File: src/rtl/core/psb_pkg.sv
// Shared types and constants for the downward prime search block.
package psb_pkg;

    localparam int VALUE_BITS = 31;
    localparam int COUNT_BITS = 7;
    localparam int MAX_PRIMES = 64;

    // Trial divisors stay near the square root of the candidate.
    localparam int DIV_BITS = (VALUE_BITS + 1) / 2 + 2;
    // Running square of (divisor - 1), with headroom for one step past the candidate.
    localparam int SQ_BITS  = VALUE_BITS + 2;
    localparam int IDX_BITS = $clog2(VALUE_BITS);

    typedef struct packed {
        logic [VALUE_BITS-1:0] start_value;
        logic [COUNT_BITS-1:0] prime_count;
    } psb_item_t;

    typedef struct packed {
        logic [VALUE_BITS-1:0] prime_value;
        logic                  has_prime;
        logic                  last_of_run;
        logic                  shortfall;
    } psb_result_t;

endpackage

File: src/rtl/core/prime_search_below_bound.sv
// Downward prime search by trial division with one shared bit-serial remainder unit.
//
// A transaction is taken at a rising edge where start is high and busy is low; item holds
// the bound start_value and the wanted prime_count (saturated at the package maximum).
// Odd candidates are tested downward from just below the bound. Each prime found is sent
// on result for exactly one cycle, marked by result_valid, largest first; the final result
// of a transaction has last_of_run set, and shortfall when the candidates ran out first.
// A result without a prime (has_prime low, prime_value zero) is given when nothing was found.
// Counts of zero, a bound of one or zero are answered in the cycle after acceptance
// without raising busy. Otherwise busy stays high until the final result has been sent.
// Each trial division runs through a restoring shift-subtract unit, one bit of the
// candidate per cycle. The time a transaction takes depends on the prime gaps below
// the bound. A prime is held back until the next prime is found or the search ends,
// so that the last one can be flagged.
// Reset returns the sequencer to idle with no result pending.
// The receiver cannot stall: each result is present for one cycle only.
module prime_search_below_bound (
    input  logic                  clk,
    input  logic                  rst_n,
    input  logic                  start,
    input  psb_pkg::psb_item_t    item,
    output logic                  busy,
    output logic                  result_valid,
    output psb_pkg::psb_result_t  result
);

    localparam int VB  = psb_pkg::VALUE_BITS;
    localparam int CB  = psb_pkg::COUNT_BITS;
    localparam int DB  = psb_pkg::DIV_BITS;
    localparam int SB  = psb_pkg::SQ_BITS;
    localparam int IB  = psb_pkg::IDX_BITS;

    typedef enum logic [2:0] {
        ST_IDLE,
        ST_TEST,
        ST_DIV,
        ST_CHECK,
        ST_NEXT,
        ST_LAST
    } state_t;

    state_t                state_reg, state_next;
    logic [VB-1:0]         cand_reg, cand_next;
    logic [DB-1:0]         div_reg, div_next;
    logic [SB-1:0]         sq_reg, sq_next;
    logic [DB-1:0]         rem_reg, rem_next;
    logic [IB-1:0]         idx_reg, idx_next;
    logic [CB-1:0]         found_reg, found_next;
    logic [CB-1:0]         want_reg, want_next;
    logic [VB-1:0]         pend_reg, pend_next;
    logic                  pend_valid_reg, pend_valid_next;
    logic                  short_reg, short_next;
    logic                  result_valid_reg, result_valid_next;
    psb_pkg::psb_result_t  result_reg, result_next;

    logic [CB-1:0]         want_sat;
    logic [DB:0]           rem_shift;
    logic [DB:0]           rem_sub;
    logic                  rem_ge;
    logic [CB-1:0]         found_inc;

    assign want_sat  = (item.prime_count > CB'(psb_pkg::MAX_PRIMES))
                       ? CB'(psb_pkg::MAX_PRIMES) : item.prime_count;
    assign rem_shift = {rem_reg, cand_reg[idx_reg]};
    assign rem_ge    = rem_shift >= {1'b0, div_reg};
    assign rem_sub   = rem_shift - {1'b0, div_reg};
    assign found_inc = found_reg + CB'(1);

    always_comb
    begin
        state_next        = state_reg;
        cand_next         = cand_reg;
        div_next          = div_reg;
        sq_next           = sq_reg;
        rem_next          = rem_reg;
        idx_next          = idx_reg;
        found_next        = found_reg;
        want_next         = want_reg;
        pend_next         = pend_reg;
        pend_valid_next   = pend_valid_reg;
        short_next        = short_reg;
        result_valid_next = 1'b0;
        result_next       = result_reg;

        unique case (state_reg)
            ST_IDLE:
            begin
                if (start)
                begin
                    want_next       = want_sat;
                    found_next      = '0;
                    pend_valid_next = 1'b0;
                    if (want_sat == '0)
                    begin
                        result_valid_next = 1'b1;
                        result_next       = '{prime_value: '0, has_prime: 1'b0,
                                              last_of_run: 1'b1, shortfall: 1'b0};
                    end
                    else if (item.start_value == VB'(1) && want_sat == CB'(1))
                    begin
                        result_valid_next = 1'b1;
                        result_next       = '{prime_value: VB'(1), has_prime: 1'b1,
                                              last_of_run: 1'b1, shortfall: 1'b0};
                    end
                    else if (item.start_value < VB'(2))
                    begin
                        result_valid_next = 1'b1;
                        result_next       = '{prime_value: '0, has_prime: 1'b0,
                                              last_of_run: 1'b1, shortfall: 1'b1};
                    end
                    else
                    begin
                        // Largest odd value strictly below the bound.
                        cand_next  = item.start_value - VB'(1) - VB'(item.start_value[0]);
                        div_next   = DB'(3);
                        sq_next    = SB'(4);
                        state_next = ST_TEST;
                    end
                end
            end

            ST_TEST:
            begin
                if (cand_reg < VB'(2))
                begin
                    state_next = ST_NEXT;
                end
                else if (sq_reg < SB'(cand_reg))
                begin
                    rem_next   = '0;
                    idx_next   = IB'(VB - 1);
                    state_next = ST_DIV;
                end
                else
                begin
                    // Prime: release the one held back, hold this one.
                    if (pend_valid_reg)
                    begin
                        result_valid_next = 1'b1;
                        result_next       = '{prime_value: pend_reg, has_prime: 1'b1,
                                              last_of_run: 1'b0, shortfall: 1'b0};
                    end
                    pend_next       = cand_reg;
                    pend_valid_next = 1'b1;
                    found_next      = found_inc;
                    if (found_inc >= want_reg)
                    begin
                        short_next = 1'b0;
                        state_next = ST_LAST;
                    end
                    else
                    begin
                        state_next = ST_NEXT;
                    end
                end
            end

            ST_DIV:
            begin
                rem_next = rem_ge ? rem_sub[DB-1:0] : rem_shift[DB-1:0];
                idx_next = idx_reg - IB'(1);
                if (idx_reg == '0)
                begin
                    state_next = ST_CHECK;
                end
            end

            ST_CHECK:
            begin
                if (rem_reg == '0)
                begin
                    state_next = ST_NEXT;
                end
                else
                begin
                    // (d + 1)^2 = (d - 1)^2 + 4d
                    sq_next    = sq_reg + SB'({div_reg, 2'b00});
                    div_next   = div_reg + DB'(2);
                    state_next = ST_TEST;
                end
            end

            ST_NEXT:
            begin
                if (cand_reg <= VB'(2))
                begin
                    short_next = 1'b1;
                    state_next = ST_LAST;
                end
                else
                begin
                    cand_next  = cand_reg - VB'(2);
                    div_next   = DB'(3);
                    sq_next    = SB'(4);
                    state_next = ST_TEST;
                end
            end

            ST_LAST:
            begin
                result_valid_next = 1'b1;
                if (pend_valid_reg)
                begin
                    result_next = '{prime_value: pend_reg, has_prime: 1'b1,
                                    last_of_run: 1'b1, shortfall: short_reg};
                end
                else
                begin
                    result_next = '{prime_value: '0, has_prime: 1'b0,
                                    last_of_run: 1'b1, shortfall: 1'b1};
                end
                pend_valid_next = 1'b0;
                state_next      = ST_IDLE;
            end

            default:
            begin
                state_next = ST_IDLE;
            end
        endcase
    end

    always_ff @(posedge clk or negedge rst_n)
    begin
        if (!rst_n)
        begin
            state_reg        <= ST_IDLE;
            found_reg        <= '0;
            pend_valid_reg   <= 1'b0;
            short_reg        <= 1'b0;
            result_valid_reg <= 1'b0;
            cand_reg         <= '0;
            div_reg          <= '0;
        end
        else
        begin
            state_reg        <= state_next;
            found_reg        <= found_next;
            pend_valid_reg   <= pend_valid_next;
            short_reg        <= short_next;
            result_valid_reg <= result_valid_next;
            cand_reg         <= cand_next;
            div_reg          <= div_next;
        end
    end

    always_ff @(posedge clk)
    begin
        sq_reg     <= sq_next;
        rem_reg    <= rem_next;
        idx_reg    <= idx_next;
        want_reg   <= want_next;
        pend_reg   <= pend_next;
        result_reg <= result_next;
    end

    assign busy         = (state_reg != ST_IDLE);
    assign result_valid = result_valid_reg;
    assign result       = result_reg;

endmodule

File: config.mk
export PLATFORM = sky130hd
export DESIGN_NAME = prime_search_below_bound
export DESIGN_NICKNAME = d
export VERILOG_FILES = /design/src/rtl/core/psb_pkg.sv /design/src/rtl/core/prime_search_below_bound.sv
export SDC_FILE = /design/constraint.sdc
export NUM_CORES = 1
export LEC_CHECK = 0
export BUFFER_PORTS_ARGS = -buffer_cell sky130_fd_sc_hd__buf_4
export CORE_MARGIN = 1.5
export CORE_UTILIZATION = 30
export CTS_BUF_LIST = sky130_fd_sc_hd__clkbuf_4 sky130_fd_sc_hd__clkbuf_8 sky130_fd_sc_hd__clkbuf_16
export CTS_CLUSTER_DIAMETER = 40
export CTS_CLUSTER_SIZE = 10
export DETAILED_ROUTE_END_ITERATION = 8
export PLACE_DENSITY = 0.51
export SLEW_MARGIN = 40
export SYNTH_ARGS = -nofsm -noshare
export SYNTH_HDL_FRONTEND = slang
export SYNTH_SLANG_ARGS = --single-unit
File: constraint.sdc
create_clock -name clk -period 9.8 [get_ports clk]
set_clock_uncertainty 0.1 [all_clocks]
set_input_delay 0.49 -clock clk [delete_from_list [all_inputs] [get_ports clk]]
set_output_delay 0.49 -clock clk [all_outputs]
set_load 0.02 [all_outputs]
# == Word-level counts from Yosys, hierarchy flattened ==
# Cells that the tools add are included.
# classes
addsub,8
order_cmp,8
n_eq_ne,21
mux,71
bitwise,2
n_reduce_logical,22
# op_table
op,n
$mux 34,8
$mux 33,6
$mux 18,9
$mux 31,5
$pmux 34 s3,1
$pmux 33 s3,1
$lt 31x2->1 const B,2
$pmux 31 s2,1
$pmux 18 s3,1
$pmux 18 s2,1
$add 33x20->33,1
$lt 33x31->1,1
$eq 31x1->1 const B,1
$le 31x2->1 const B,1
$sub 31x1->31,1
$sub 31x1->31 const B,1
$sub 31x2->31 const B,1
$mux 7,4
$mux 3,9
$ne 2x2->1 const B,13
$ge 19x18->1,1
$add 18x2->18 const B,1
$logic_not 18->1,1
$sub 18x18->18,1
31 further kinds,60
# totals
reg_bits,190
in_bits,41
output_inout_bits,36

# == Logic depth before layout (Yosys ltp) ==
# depth
ltp_word,8
mapped_depth,16
ltp_nobuf,15

# == Least setup slack after synthesis ==
# No wires, ideal clock.
# synth_timing
path_kind,register to register
startpoint,register idx_reg[0]
endpoint,register rem_reg[14] (data pin)
setup_ps,146
arrival_ps,4157
required_time_ps,9554
slack_ps,5397
stages_incl_launch_ff,16
n_path_buf,1
path_cell_list,edfxtp_1 buf_1 mux4_2 mux4_2 mux2i_1 ha_1 inv_1 fa_1 a211o_1 a21oi_1 a211oi_1 o211ai_1 a21boi_0 o21ai_0 or4b_1 a21oi_1
# synth_between
elab_chain_cells,5
# synth_lines
item,line,rtl
"start, declared",prime_search_below_bound.sv:47,"logic [IB-1:0] idx_reg, idx_next;"
"start signal, assigned",prime_search_below_bound.sv:251,idx_reg <= idx_next;
$bmux 1 s5 (*),prime_search_below_bound.sv:64,"assign rem_shift = {rem_reg, cand_reg[idx_reg]};"
$mux 1 (implied by the code) (*),prime_search_below_bound.sv:64,
$sub 18x18->18 / $ge 19x18->1 (equally long branches),"prime_search_below_bound.sv:66, prime_search_below_bound.sv:65",
$mux 18 (*),prime_search_below_bound.sv:160,rem_next = rem_ge ? rem_sub[DB-1:0] : rem_shift[DB-1:0];
$pmux 18 s2 (*),prime_search_below_bound.sv:85,unique case (state_reg)
"end signal, assigned",prime_search_below_bound.sv:250,rem_reg <= rem_next;
"end, declared",prime_search_below_bound.sv:46,"logic [DB-1:0] rem_reg, rem_next;"
# Mark *: on every way between the ends. The rest lies on a longest branch, timed or not. The select of a mux whose other input is x is not followed.
# A chain may end at the register's enable or synchronous reset.

# == Worst setup path after layout ==
# layout_timing
startpoint,register idx_reg[0]
endpoint,register rem_reg[0] (data pin)
# Same word-level chain as after synthesis.

==> flow_summary.json <==
{
  "status": "complete, no violations",
  "gr-usage-all-layers": 0.157,
  "syn_inst": 1201,
  "routed-wl-met2_mm": 14.1,
  "ys.flop_type": "edfxtp_1",
  "ctsResizeCount": 0,
  "ant_nets": 0,
  "wire_per_inst_um": 17.5,
  "hp-start": "item[8]",
  "cp.required_ps": 9900,
  "cp_max_fo": 15,
  "r2r-start": "idx_reg[0]$_SDFFCE_PN0P_",
  "synth_warnings": 0,
  "synth_edf_count": 126,
  "max_freq_mhz": 200,
  "finalSetupViolCount": 0,
  "layout.nets": 1386,
  "wl_met1_mm": 15.6,
  "slew_headroom": 0.473,
  "netlist_area_mm2": 0.0118,
  "drc_errors": 0,
  "ioPinCount": 77,
  "syn_avg_cell_area_um2": 9.85,
  "end_kind": "register",
  "diodes": 0,
  "power_mw": 3.87,
  "portBuffers": 76,
  "top_layer_used": "met4",
  "dr.pass1.iters": 5,
  "globalplace.congestion": 0.833,
  "vdd_drop_max_uv": 151,
  "period_share": 0.510,
  "largest_register_ffs": 34,
  "dr_wl_met3_mm": 1.17,
  "post-route-min-period_ps": 5000,
  "synth_largest_area_cell": "edfxtp_1",
  "crit_start": "idx_reg[0]$_SDFFCE_PN0P_",
  "netlist-cell-type-count": 81,
  "cts_setup_buffers": 0,
  "yosys-top-cells-count": "126 x edfxtp_1, 95 x a21oi_1, 95 x nor2_1",
  "antenna_found_initial": 0,
  "place_ws_ps": 4780,
  "rsz0062_at_grt": "false",
  "synth.yosys.seq_area_share": 0.451,
  "worst_hold_path_type": "primary input to register",
  "cts_hold_buffers": 1,
  "initial_core_util": 0.305,
  "grt_pass1_wl_mm": 50.4,
  "clk_pin_slew_ps": 70,
  "syn_nets": 1321,
  "synth-seq-cells": 188,
  "final_hold_viol_count": 0,
  "fp.dieW_um": 202,
  "setup_tns_ps": 0,
  "routed_wl_mm": 31.4,
  "die_y_um": 202,
  "drv_cap": 0,
  "tightest_slew_ps": 784,
  "start_kind": "register",
  "synth.most_common_cell": "edfxtp_1",
  "ys_top_cells_by_area": "edfxtp_1 32%, dfrtp_1 13%, ha_1 8.1%",
  "clk_path_buf_depth": 2,
  "yosysTopAreaCellShare": 0.320,
  "grt_max_degree": 63,
  "cts_root_buffer": "clkbuf_16",
  "first_iter_violations": 634,
  "drv_slew": 0,
  "clk_latency_ps": 450,
  "grt-ovfl-total": 0,
  "cts.sinks": 188,
  "drive_gt1_frac": 0.122,
  "async_reset_ff_frac": 0.330,
  "criticalPathCategory": "register to register",
  "via_per_inst": 5.15,
  "dpl.hpwl_mm": 23.0,
  "worst_slack_ps": 4800,
  "grt_pass1_vias": 8871,
  "syn_to_final_growth_pct": 14.6,
  "power_density_mw_per_mm2": 285,
  "cp.arrival_ps": 5100,
  "num_vias": 9258,
  "die_area_mm2": 0.0406,
  "h-tree-depth": 4,
  "fp.coreArea_mm2": 0.0387,
  "cts_tree": "built",
  "cts-buffers-inserted": 17,
  "rows": 72,
  "power_leakage_nw": 5.28
}
routing by layer:
| layer | global-route usage | up-vias |
|---|---|---|
| li1 | - | 4548 |
| met2 | 0.243 | 207 |
| met1 | 0.227 | 4479 |
| met4 | 0.0400 | 0 |
| met5 | 0 | - |
| met3 | 0.0264 | 24 |
critical path: stages (launching register included):
cell      delay, ps
edfxtp_1        770
mux4_2          590
mux4_2          510
mux2i_1         330
ha_1            250
nor2b_1          70
o211ai_2        150
a31oi_1         140
o31a_1          360
a221o_1         440
a211oi_4        680
o21ai_0         140
and3_1          210
layout by cell type (no fill, tap or decap), drive strengths merged, types with 4 or more instances in the layout:
cell    count
nand2b      6
xnor2      46
nor3       37
and2       39
or4         9
clkbuf     17
and3        6
a22oi      10
nor4       18
dfrtp      62
nand3b      4
nand3      51
o31ai       6
a31oi       9
a21o       18
a211oi      7
inv        87
nor2       96
nand4      28
nor2b      12
o21ai      89
xor2       37
o211ai     11
nand2      93
buf        85
clkinv      8
mux4        9
o22ai       5
and4        5
edfxtp    126
or3        13
a21oi      97
ha         77
worst paths after layout:
| check | slack [ps] | cells after the start | to |
|---|---|---|---|
| hold / removal | 190 | 2 | cand_reg[1]$_DFFE_PN0P_ |
| hold reg to reg | 410 | 0 | pend_reg[10]$_DFFE_PP_ |
| setup / recovery | 4800 | 12 | rem_reg[0]$_SDFFCE_PN0P_ |
| max in group asynchronous | 8570 | 2 | found_reg[1]$_DFFE_PN0P_ |
| setup reg to reg | 4800 | 12 | rem_reg[0]$_SDFFCE_PN0P_ |
| min in group asynchronous | 520 | 2 | div_reg[12]$_DFFE_PN0P_ |
final cells by class:
cell class | instances | area [um2]
clock buffer | 17 | 425
clock inverter | 15 | 129
fill | 3992 | 25200
inverter | 82 | 309
multi-input combinational | 891 | 6060
sequential | 188 | 5340
tap | 518 | 648
timing repair buffer | 86 | 659
where the power goes:
part	switching [mW]	leakage [nW]	total, mW	internal (mW)
sequential	0.257	1.94	1.50	1.25
combinational	1.05	3.06	1.69	0.632
clock	0.346	0.270	0.680	0.334
total	1.66	5.28	3.87	2.21
metrics by stage:
step	utilization	area (um2)	hold slack, ps	cells
2_1_floorplan	-	11800	94.4	1201
3_3_place_gp	0.334	12900	382	1763
3_5_place_dp	0.335	13000	388	1764
4_1_cts	0.350	13600	167	1797
5_1_grt	0.350	13600	175	1797
6_report	0.350	13600	189	1797
cell families (layout without fill, tap and decap cells):
logic type,count (synthesis),count (layout),synth area share
adders and majority gates,79,79,0.0848
xor gates and xnor gates,83,83,0.0621
muxes,12,12,0.0197
buffers and inverters,122,200,0.0442
DFF,188,188,0.451
and+or+nand+nor,424,424,0.186
AOI/OAI and AO/OA,293,293,0.152
No activity file was read; power rests on OpenSTA's default activity.
